--- config.mk ---
export PLATFORM = sky130hd
export DESIGN_NAME = spi_register_access_master_top
export DESIGN_NICKNAME = d
export VERILOG_FILES = /design/src/hdl/srm_pkg.sv /design/src/hdl/srm_txbuf.sv /design/src/hdl/srm_core.sv /design/src/hdl/spi_register_access_master_top.sv
export SDC_FILE = /design/constraint.sdc
export NUM_CORES = 1
export LEC_CHECK = 0
export ABC_AREA = 1
export BUFFER_PORTS_ARGS = -buffer_cell sky130_fd_sc_hd__buf_2
export CORE_MARGIN = 2
export CORE_UTILIZATION = 40
export CTS_CLUSTER_DIAMETER = 40
export CTS_CLUSTER_SIZE = 14
export DETAILED_ROUTE_END_ITERATION = 12
export PLACE_DENSITY = 0.62
export RECOVER_POWER = 50
export SETUP_SLACK_MARGIN = 0.5
export SYNTH_ARGS = -nofsm -noshare
export SYNTH_HDL_FRONTEND = slang
export SYNTH_SLANG_ARGS = --single-unit
--- constraint.sdc ---
create_clock -name clk -period 2.6 [get_ports clk]
set_input_delay 0.13 -clock clk [delete_from_list [all_inputs] [get_ports clk]]
set_output_delay 0.13 -clock clk [all_outputs]
set_load 0.05 [all_outputs]
--- src/hdl/srm_pkg.sv ---
// ----------------------------------------------------------------------------
// SPI register access master - shared package
// Item and result records, function codes and default sizing.
// ----------------------------------------------------------------------------
package srm_pkg;

  // default depth of the transmit byte buffer
  localparam int MAX_BYTES_DEF = 8;

  typedef logic [1:0] func_t;

  localparam func_t FUNC_LOAD  = 2'd0;
  localparam func_t FUNC_START = 2'd1;
  localparam func_t FUNC_TICK  = 2'd2;

  typedef struct packed {
    func_t       func;
    logic        device;
    logic        is_read;
    logic [6:0]  reg_addr;
    logic [3:0]  burst_len;
    logic [7:0]  wr_byte;
    logic        miso_ag;
    logic        miso_m;
  } item_t;

  typedef struct packed {
    logic        sck;
    logic        mosi;
    logic        cs_ag_n;
    logic        cs_m_n;
    logic        rx_valid;
    logic [7:0]  rx_byte;
    logic        rx_last;
    logic        busy_res;
    logic        rejected;
  } result_t;

endpackage

--- src/hdl/srm_txbuf.sv ---
// ----------------------------------------------------------------------------
// SPI register access master - transmit byte buffer
// One write port, one registered read port.
// ----------------------------------------------------------------------------
module srm_txbuf #(
  parameter int MAX_BYTES = srm_pkg::MAX_BYTES_DEF,
  localparam int IDX_W = (MAX_BYTES > 1) ? $clog2(MAX_BYTES) : 1
) (
  input  logic             clk,
  input  logic             wr_en,
  input  logic [IDX_W-1:0] wr_addr,
  input  logic [7:0]       wr_data,
  input  logic [IDX_W-1:0] rd_addr,
  output logic [7:0]       rd_data_r
);

  logic [7:0] mem [MAX_BYTES];

  always_ff @(posedge clk) begin
    if (wr_en) begin
      mem[wr_addr] <= wr_data;
    end
  end

  // read address follows the next byte index, so the registered data matches that index once the step is taken
  always_ff @(posedge clk) begin
    rd_data_r <= mem[rd_addr];
  end

endmodule

--- src/hdl/srm_core.sv ---
// ----------------------------------------------------------------------------
// SPI register access master - sequencer
// Transaction state and pin levels; one item is applied per step.
// ----------------------------------------------------------------------------
module srm_core #(
  parameter int MAX_BYTES = srm_pkg::MAX_BYTES_DEF,
  localparam int IDX_W = (MAX_BYTES > 1) ? $clog2(MAX_BYTES) : 1,
  localparam int CNT_W = $clog2(MAX_BYTES + 1)
) (
  input  logic              clk,
  input  logic              rst_n,
  input  logic              step,
  input  srm_pkg::item_t    item,
  input  logic [7:0]        rd_data,
  output logic [IDX_W-1:0]  rd_addr,
  output logic              wr_en,
  output logic [IDX_W-1:0]  wr_addr,
  output logic [7:0]        wr_data,
  output srm_pkg::result_t  res_nxt
);

  logic             active_r,      active_nxt;
  logic             sel_device_r,  sel_device_nxt;
  logic             read_mode_r,   read_mode_nxt;
  logic [7:0]       header_r,      header_nxt;
  logic [CNT_W-1:0] fill_count_r,  fill_count_nxt;
  logic [CNT_W-1:0] bytes_left_r,  bytes_left_nxt;
  logic [CNT_W-1:0] byte_index_r,  byte_index_nxt;
  logic [2:0]       bit_index_r,   bit_index_nxt;
  logic             in_header_r,   in_header_nxt;
  logic             half_phase_r,  half_phase_nxt;
  logic [7:0]       rx_shift_r,    rx_shift_nxt;
  logic             sck_r,         sck_nxt;
  logic             mosi_r,        mosi_nxt;
  logic             cs_ag_r,       cs_ag_nxt;
  logic             cs_m_r,        cs_m_nxt;
  logic             rejected;
  logic             rx_valid;
  logic             rx_last;
  logic             cs_sel;
  logic             miso_bit;

  assign cs_sel   = sel_device_r ? cs_m_r : cs_ag_r;
  assign miso_bit = sel_device_r ? item.miso_m : item.miso_ag;
  assign wr_addr  = fill_count_r[IDX_W-1:0];
  assign wr_data  = item.wr_byte;

  always_comb begin
    active_nxt     = active_r;
    sel_device_nxt = sel_device_r;
    read_mode_nxt  = read_mode_r;
    header_nxt     = header_r;
    fill_count_nxt = fill_count_r;
    bytes_left_nxt = bytes_left_r;
    byte_index_nxt = byte_index_r;
    bit_index_nxt  = bit_index_r;
    in_header_nxt  = in_header_r;
    half_phase_nxt = half_phase_r;
    rx_shift_nxt   = rx_shift_r;
    sck_nxt        = sck_r;
    mosi_nxt       = mosi_r;
    cs_ag_nxt      = cs_ag_r;
    cs_m_nxt       = cs_m_r;
    rejected       = 1'b0;
    rx_valid       = 1'b0;
    rx_last        = 1'b0;
    wr_en          = 1'b0;

    case (item.func)
      srm_pkg::FUNC_LOAD: begin
        if (active_r || (fill_count_r >= CNT_W'(MAX_BYTES))) begin
          rejected = 1'b1;
        end else begin
          wr_en          = step;
          fill_count_nxt = fill_count_r + CNT_W'(1);
        end
      end
      srm_pkg::FUNC_START: begin
        if (active_r) begin
          rejected = 1'b1;
        end else begin
          active_nxt     = 1'b1;
          sel_device_nxt = item.device;
          read_mode_nxt  = item.is_read;
          header_nxt     = {item.is_read, item.reg_addr};
          bytes_left_nxt = (32'(item.burst_len) > 32'(MAX_BYTES)) ?
                           CNT_W'(MAX_BYTES) : CNT_W'(item.burst_len);
          byte_index_nxt = '0;
          bit_index_nxt  = '0;
          in_header_nxt  = 1'b1;
          half_phase_nxt = 1'b0;
          rx_shift_nxt   = '0;
          if (!item.is_read) begin
            fill_count_nxt = '0;
          end
        end
      end
      srm_pkg::FUNC_TICK: begin
        if (active_r) begin
          if (cs_sel) begin
            if (sel_device_r) cs_m_nxt = 1'b0;
            else              cs_ag_nxt = 1'b0;
          end else if (!in_header_r && (bytes_left_r == '0)) begin
            if (sel_device_r) cs_m_nxt = 1'b1;
            else              cs_ag_nxt = 1'b1;
            active_nxt     = 1'b0;
            half_phase_nxt = 1'b0;
          end else if (!half_phase_r) begin
            // falling edge: drive the next data bit
            sck_nxt = 1'b0;
            if (in_header_r) begin
              mosi_nxt = header_r[7];
            end else if (!read_mode_r) begin
              mosi_nxt = rd_data[3'd7 - bit_index_r];
            end
            half_phase_nxt = 1'b1;
          end else begin
            // rising edge: sample and advance the bit counters
            sck_nxt        = 1'b1;
            half_phase_nxt = 1'b0;
            bit_index_nxt  = bit_index_r + 3'd1;
            if (in_header_r) begin
              header_nxt = {header_r[6:0], 1'b0};
              if (bit_index_r == 3'd7) begin
                in_header_nxt = 1'b0;
              end
            end else begin
              if (read_mode_r) begin
                rx_shift_nxt = {rx_shift_r[6:0], miso_bit};
              end
              if (bit_index_r == 3'd7) begin
                byte_index_nxt = byte_index_r + CNT_W'(1);
                bytes_left_nxt = bytes_left_r - CNT_W'(1);
                if (read_mode_r) begin
                  rx_valid = 1'b1;
                  rx_last  = (bytes_left_nxt == '0);
                end
              end
            end
          end
        end
      end
      default: begin
        rejected = 1'b1;
      end
    endcase
  end

  assign rd_addr = byte_index_nxt[IDX_W-1:0];

  always_comb begin
    res_nxt.sck      = sck_nxt;
    res_nxt.mosi     = mosi_nxt;
    res_nxt.cs_ag_n  = cs_ag_nxt;
    res_nxt.cs_m_n   = cs_m_nxt;
    res_nxt.rx_valid = rx_valid;
    res_nxt.rx_byte  = rx_valid ? rx_shift_nxt : 8'd0;
    res_nxt.rx_last  = rx_last;
    res_nxt.busy_res = active_nxt;
    res_nxt.rejected = rejected;
  end

  always_ff @(posedge clk) begin
    if (!rst_n) begin
      active_r     <= 1'b0;
      sel_device_r <= 1'b0;
      read_mode_r  <= 1'b0;
      header_r     <= '0;
      fill_count_r <= '0;
      bytes_left_r <= '0;
      byte_index_r <= '0;
      bit_index_r  <= '0;
      in_header_r  <= 1'b0;
      half_phase_r <= 1'b0;
      rx_shift_r   <= '0;
      sck_r        <= 1'b1;
      mosi_r       <= 1'b0;
      cs_ag_r      <= 1'b1;
      cs_m_r       <= 1'b1;
    end else if (step) begin
      active_r     <= active_nxt;
      sel_device_r <= sel_device_nxt;
      read_mode_r  <= read_mode_nxt;
      header_r     <= header_nxt;
      fill_count_r <= fill_count_nxt;
      bytes_left_r <= bytes_left_nxt;
      byte_index_r <= byte_index_nxt;
      bit_index_r  <= bit_index_nxt;
      in_header_r  <= in_header_nxt;
      half_phase_r <= half_phase_nxt;
      rx_shift_r   <= rx_shift_nxt;
      sck_r        <= sck_nxt;
      mosi_r       <= mosi_nxt;
      cs_ag_r      <= cs_ag_nxt;
      cs_m_r       <= cs_m_nxt;
    end
  end

  a_one_cs: assert property (@(posedge clk) disable iff (!rst_n)
    cs_ag_r || cs_m_r)
    else $error("both chip selects asserted");

  a_idle_pins: assert property (@(posedge clk) disable iff (!rst_n)
    !active_r |-> (sck_r && cs_ag_r && cs_m_r))
    else $error("bus not idle while no transaction");

  a_rx_read: assert property (@(posedge clk) disable iff (!rst_n)
    (step && rx_valid) |-> (active_r && read_mode_r && !in_header_r))
    else $error("received byte outside read data phase");

  a_wr_idle: assert property (@(posedge clk) disable iff (!rst_n)
    wr_en |-> (!active_r && (fill_count_r < CNT_W'(MAX_BYTES))))
    else $error("buffer write while busy or full");

  a_left_range: assert property (@(posedge clk) disable iff (!rst_n)
    bytes_left_r <= CNT_W'(MAX_BYTES))
    else $error("byte count beyond buffer depth");

endmodule

--- src/hdl/spi_register_access_master_top.sv ---
// ----------------------------------------------------------------------------
// SPI register access master - top level
// Mode 3 SPI master for register bursts on two chip selects.
// ----------------------------------------------------------------------------
// Usage:
//   The in_ channel carries one command per transfer: load a write byte,
//   start a burst (device, direction, address, byte count) or a half-bit
//   tick. Every accepted command yields exactly one transfer on the out_
//   channel with the pin levels after the command, any received byte and
//   the busy and rejected flags.
//   Path: a command is captured in the input register and its result is
//   written to the output register once that is free; out_valid rises
//   with that write.
//   Throughput: one command per cycle while out_ready is high; the sequencer
//   applies one command per cycle with short logic between the input and output
//   registers. Stalls: when out_ready is low the result holds, the input
//   register fills and in_ready drops until the result is taken.
//   Reset: rst_n clears the sequencer; sck and both chip selects go high,
//   mosi low, the write buffer count to zero. Buffer contents are kept.
// ----------------------------------------------------------------------------
module spi_register_access_master_top #(
  parameter int MAX_BYTES = srm_pkg::MAX_BYTES_DEF
) (
  input  logic       clk,
  input  logic       rst_n,
  input  logic       in_valid,
  output logic       in_ready,
  input  logic [1:0] in_func,
  input  logic       in_device,
  input  logic       in_is_read,
  input  logic [6:0] in_reg_addr,
  input  logic [3:0] in_burst_len,
  input  logic [7:0] in_wr_byte,
  input  logic       in_miso_ag,
  input  logic       in_miso_m,
  output logic       out_valid,
  input  logic       out_ready,
  output logic       out_sck,
  output logic       out_mosi,
  output logic       out_cs_ag_n,
  output logic       out_cs_m_n,
  output logic       out_rx_valid,
  output logic [7:0] out_rx_byte,
  output logic       out_rx_last,
  output logic       out_busy_res,
  output logic       out_rejected
);

  localparam int IDX_W = (MAX_BYTES > 1) ? $clog2(MAX_BYTES) : 1;

  logic              in_hold_r;
  srm_pkg::item_t    item_r;
  logic              out_valid_r;
  srm_pkg::result_t  res_r;
  srm_pkg::result_t  res_nxt;
  logic              step;
  logic              wr_en;
  logic [IDX_W-1:0]  wr_addr;
  logic [7:0]        wr_data;
  logic [IDX_W-1:0]  rd_addr;
  logic [7:0]        rd_data;

  assign step     = in_hold_r && (!out_valid_r || out_ready);
  assign in_ready = !in_hold_r || step;

  always_ff @(posedge clk) begin
    if (!rst_n) begin
      in_hold_r   <= 1'b0;
      out_valid_r <= 1'b0;
    end else begin
      if (in_ready) begin
        in_hold_r <= in_valid;
      end
      if (step) begin
        out_valid_r <= 1'b1;
      end else if (out_ready) begin
        out_valid_r <= 1'b0;
      end
    end
  end

  always_ff @(posedge clk) begin
    if (in_valid && in_ready) begin
      item_r.func      <= in_func;
      item_r.device    <= in_device;
      item_r.is_read   <= in_is_read;
      item_r.reg_addr  <= in_reg_addr;
      item_r.burst_len <= in_burst_len;
      item_r.wr_byte   <= in_wr_byte;
      item_r.miso_ag   <= in_miso_ag;
      item_r.miso_m    <= in_miso_m;
    end
    if (step) begin
      res_r <= res_nxt;
    end
  end

  srm_core #(
    .MAX_BYTES (MAX_BYTES)
  ) u_core (
    .clk     (clk),
    .rst_n   (rst_n),
    .step    (step),
    .item    (item_r),
    .rd_data (rd_data),
    .rd_addr (rd_addr),
    .wr_en   (wr_en),
    .wr_addr (wr_addr),
    .wr_data (wr_data),
    .res_nxt (res_nxt)
  );

  srm_txbuf #(
    .MAX_BYTES (MAX_BYTES)
  ) u_txbuf (
    .clk       (clk),
    .wr_en     (wr_en),
    .wr_addr   (wr_addr),
    .wr_data   (wr_data),
    .rd_addr   (rd_addr),
    .rd_data_r (rd_data)
  );

  assign out_valid    = out_valid_r;
  assign out_sck      = res_r.sck;
  assign out_mosi     = res_r.mosi;
  assign out_cs_ag_n  = res_r.cs_ag_n;
  assign out_cs_m_n   = res_r.cs_m_n;
  assign out_rx_valid = res_r.rx_valid;
  assign out_rx_byte  = res_r.rx_byte;
  assign out_rx_last  = res_r.rx_last;
  assign out_busy_res = res_r.busy_res;
  assign out_rejected = res_r.rejected;

endmodule

==> results.md <==
- Placed Area: 0.00725 mm²
- First-pass GRT wire length: 23400 µm
- Critical Path End: u_core.header_r[1]$_SDFFE_PN0P_
- HPWL Detailed: between 8000 and 9000 µm
- Top cell type's share of synthesized area: 0.467
- Mapped Cells: around 700
- Peak supply drop: roughly 510 µV
- Clock Sinks: around 150
- Startpoint types: flop
- Most Crowded Layer GR: met2
- Gr ovfl total: 0
- Synth warn: 0
- Routed vias/inst: about 4.8
- Worst-skew pair later-pin latency: around 430 ps
- Fillers: 1511
- Setup TNS: 0 ps
- Most frequent cells after synthesis: nand2_1 (175), edfxtp_1 (105), inv_1 (89)
- Synth Register Bits: approximately 150
- Status: finished, final reports clean
- Critical path class: reg -> reg
- Final period util: 0.807
- Initial Utilization: 0.409
- Wire per inst: approximately 15 µm
- Met2 layer usage reported by global route: 0.286
- Crit Path Max Fanout: 8
- Clock Tree Buf Depth: 2
- Worst slew pin tran: approximately 780 ps
- Vert. Die Dim: 134 µm
- Final setup vio count: 0
- Vias in the first global route: roughly 4600
- CTS tree: built
- Crit end category: flop
- Power Dens Cells: just under 700 mW/mm²
- Reg2reg setup slack: around 500 ps
- H-tree depth: 4
- Sequential area share after synthesis: 0.612
- Drt pass-1 iters: 5
- IO Port Bufs: 46
- Diode count: 0
- Global-route usage over all layers: 0.170
- Arrival time at the worst endpoint: roughly 2400 ps
- RSZ-0062 raised after global routing: yes
- Layout cell share with drive strength beyond 1: 0.162
- Clock-pin slew on the worst setup and hold paths: 60 ps
- Row count: 47
- Switching share of power: 0.235
- Hold crit path type: in -> reg
- Num CTS Buffers: 17
- Sequential Area: 0.00414 mm²
- Pleak: ~3.5 nW
- Post-synth top area cell: edfxtp_1
- Fin Clk Skew: approximately 11 ps
- Die Span X: between 100 and 150 µm
- Mean post-synth cell area: a little under 10 µm²
- Worst Setup SP: item_r[23]$_DFFE_PP_
- Slew headroom: 0.483
- Clock power frac: 0.437
- Routed via count: 4940
- DIE AREA: 0.0179 mm²
- Placer Congestion: approximately 0.80
- Core area: ~0.017 mm²
- # nets final: about 840
- Initial drt markers: between 200 and 300
- Most frequent cell after synthesis: nand2_1
- Ys flop type: edfxtp_1
- Multi-input logic area: 0.00226 mm²
- Worst reg-to-reg path cell count: 10
- Ports: 47
- Logic pwr share: 0.085
- Max Transition Viols Final: 0
- Initial antenna violation count: 0
- Flop pwr share: 0.478
- Final Hold Viols: 0
- Maxcap violations: 0
- End of the worst register-to-register path: u_core.header_r[1]$_SDFFE_PN0P_
- Area contributors post-synth: edfxtp_1 (47%), dfxtp_1 (15%), nand2_1 (9.7%), inv_1 (4.9%), nand3_1 (4.2%)
- Async S/R FF share, synth: 0
- Final ANT Viol Nets: 0
- Internal power: about 0.0044 W
- Layout area overhead: 25.0%
- Routing usage on met3: 0.0423
- Period minus WS final: roughly 2100 ps
- Worst path required time: 2910 ps
- Post-synth EDFFs: around 110
- Total Wirelength: ~15000 µm
- Syn nets: around 740
- GR Layer Usage met1: 0.213
- Largest net degree at the start of global routing: 34
- Fmax: between 400 and 500 MHz
- R2r startpoint: item_r[23]$_DFFE_PP_
- Clk root buf: clkbuf_16
- Design area: approximately 0.0084 mm²
- Synthesized area: just under 0.007 mm²
- Net switching power: 0.00135 W
- Synth cell types: 40
- Detailed-route DRC error count: 0
## timing repair
| action | in CTS | in global routing |
|---|---|---|
| hold buffers | 26 | 0 |
| gates cloned | 0 | 5 |
| pin swaps | 1 | 11 |
| endpoints found under the hold margin | 26 | 0 |
| setup buffers | 1 | 12 |
| setup endpoints to repair | 9 | 94 |
| resized for setup | 8 | 24 |
## flip-flops by register name, summed over array words and instances (netlist names), 3 cells and up
name	cells
item_r	25
out_rx_byte	8
u_core.bit_index_r	3
u_core.byte_index_r	3
u_core.bytes_left_r	4
u_core.fill_count_r	4
u_core.header_r	8
u_core.rx_shift_r	8
u_txbuf.mem	64
u_txbuf.rd_data_r	8
## layer usage
metal  routed length [µm]  share of wire
met4                  189          0.013
met3                  763          0.051
met5                    0              0
met2                 7390           0.49
met1                 6730           0.45
## worst min path at each step
stage / from / endpoint / slack, ps / cells after the start
2_1_floorplan: in_miso_m / item_r[0]$_DFFE_PP_ / 230 / 0
3_3_place_gp: in_wr_byte[6] / item_r[8]$_DFFE_PP_ / 310 / 1
3_5_place_dp: in_wr_byte[0] / item_r[2]$_DFFE_PP_ / 310 / 1
4_1_cts: out_ready / out_valid$_SDFFE_PN0P_ / 2 / 4
5_1_grt: out_ready / in_hold_r$_SDFFE_PN0N_ / 50 / 4
6_report: out_ready / in_hold_r$_SDFFE_PN0N_ / 30 / 4
## power groups by stage
stage	sequential (W)	combinational, W	clock, W
after floorplan	0.00283	0.000274	0
after global placement	0.00281	0.000413	0
after detailed placement	0.00281	0.000416	0
after CTS	0.00275	0.000454	0.00256
after global routing	0.00276	0.000547	0.00268
final	0.00275	0.000487	0.00252
## layout make-up
type / count / area share
clock buffers: 20 / 0.0566
repair buffers: 104 / 0.0929
multi-input cells: 430 / 0.268
well taps: 220 / 0.0326
clock inverters: 12 / 0.0162
flip-flops and latches: 154 / 0.491
inverters: 95 / 0.0430
## stage by stage
| stage | power, W | setup WS, ps | utilization | hold slack [ps] | cells |
|---|---|---|---|---|---|
| after floorplan | 0.00310 | 468 | - | 229 | 699 |
| after global placement | 0.00322 | 421 | 0.439 | 306 | 959 |
| after detailed placement | 0.00322 | 407 | 0.439 | 308 | 959 |
| after CTS | 0.00577 | 517 | 0.494 | 1.56 | 1018 |
| after global routing | 0.00599 | 332 | 0.511 | 49.0 | 1035 |
| final | 0.00576 | 502 | 0.511 | 33.9 | 1035 |
## cells by family (layout without fill, tap and decap cells)
| group | after synthesis | count (layout) | share of synthesized area |
|---|---|---|---|
| DFF | 154 | 154 | 0.612 |
| xor gates and xnor gates | 2 | 2 | 0.00259 |
| AOI/OAI and AO/OA | 91 | 91 | 0.0741 |
| buffers and inverters | 117 | 231 | 0.0726 |
| and+or+nand+nor | 322 | 324 | 0.214 |
| adders and majority gates | 13 | 13 | 0.0241 |
## worst max-delay path, cell delays in order, from the launching register on
cell and delay, ps:
edfxtp_1 430, inv_1 110, ha_1 370, inv_1 120
o211ai_2 290, nor2_4 80, nand2_2 140, nor2_4 70
buf_4 140, o21ai_0 180, nor2_1 60
## layout by cell type, fill, tap and decap left out, types with 6 or more instances in the layout
cell type	n
a21oi_1	33
and2_1	7
buf_2	27
buf_4	24
clkbuf_1	19
clkbuf_16	20
dfxtp_1	47
dlygate4sd3_1	26
edfxtp_1	105
ha_1	11
inv_1	87
nand2_1	171
nand2_2	8
nand3_1	55
nand3b_1	9
nor2_1	44
nor3_1	6
o21ai_0	42
o22ai_1	7
(Power assumes the default switching activity.)
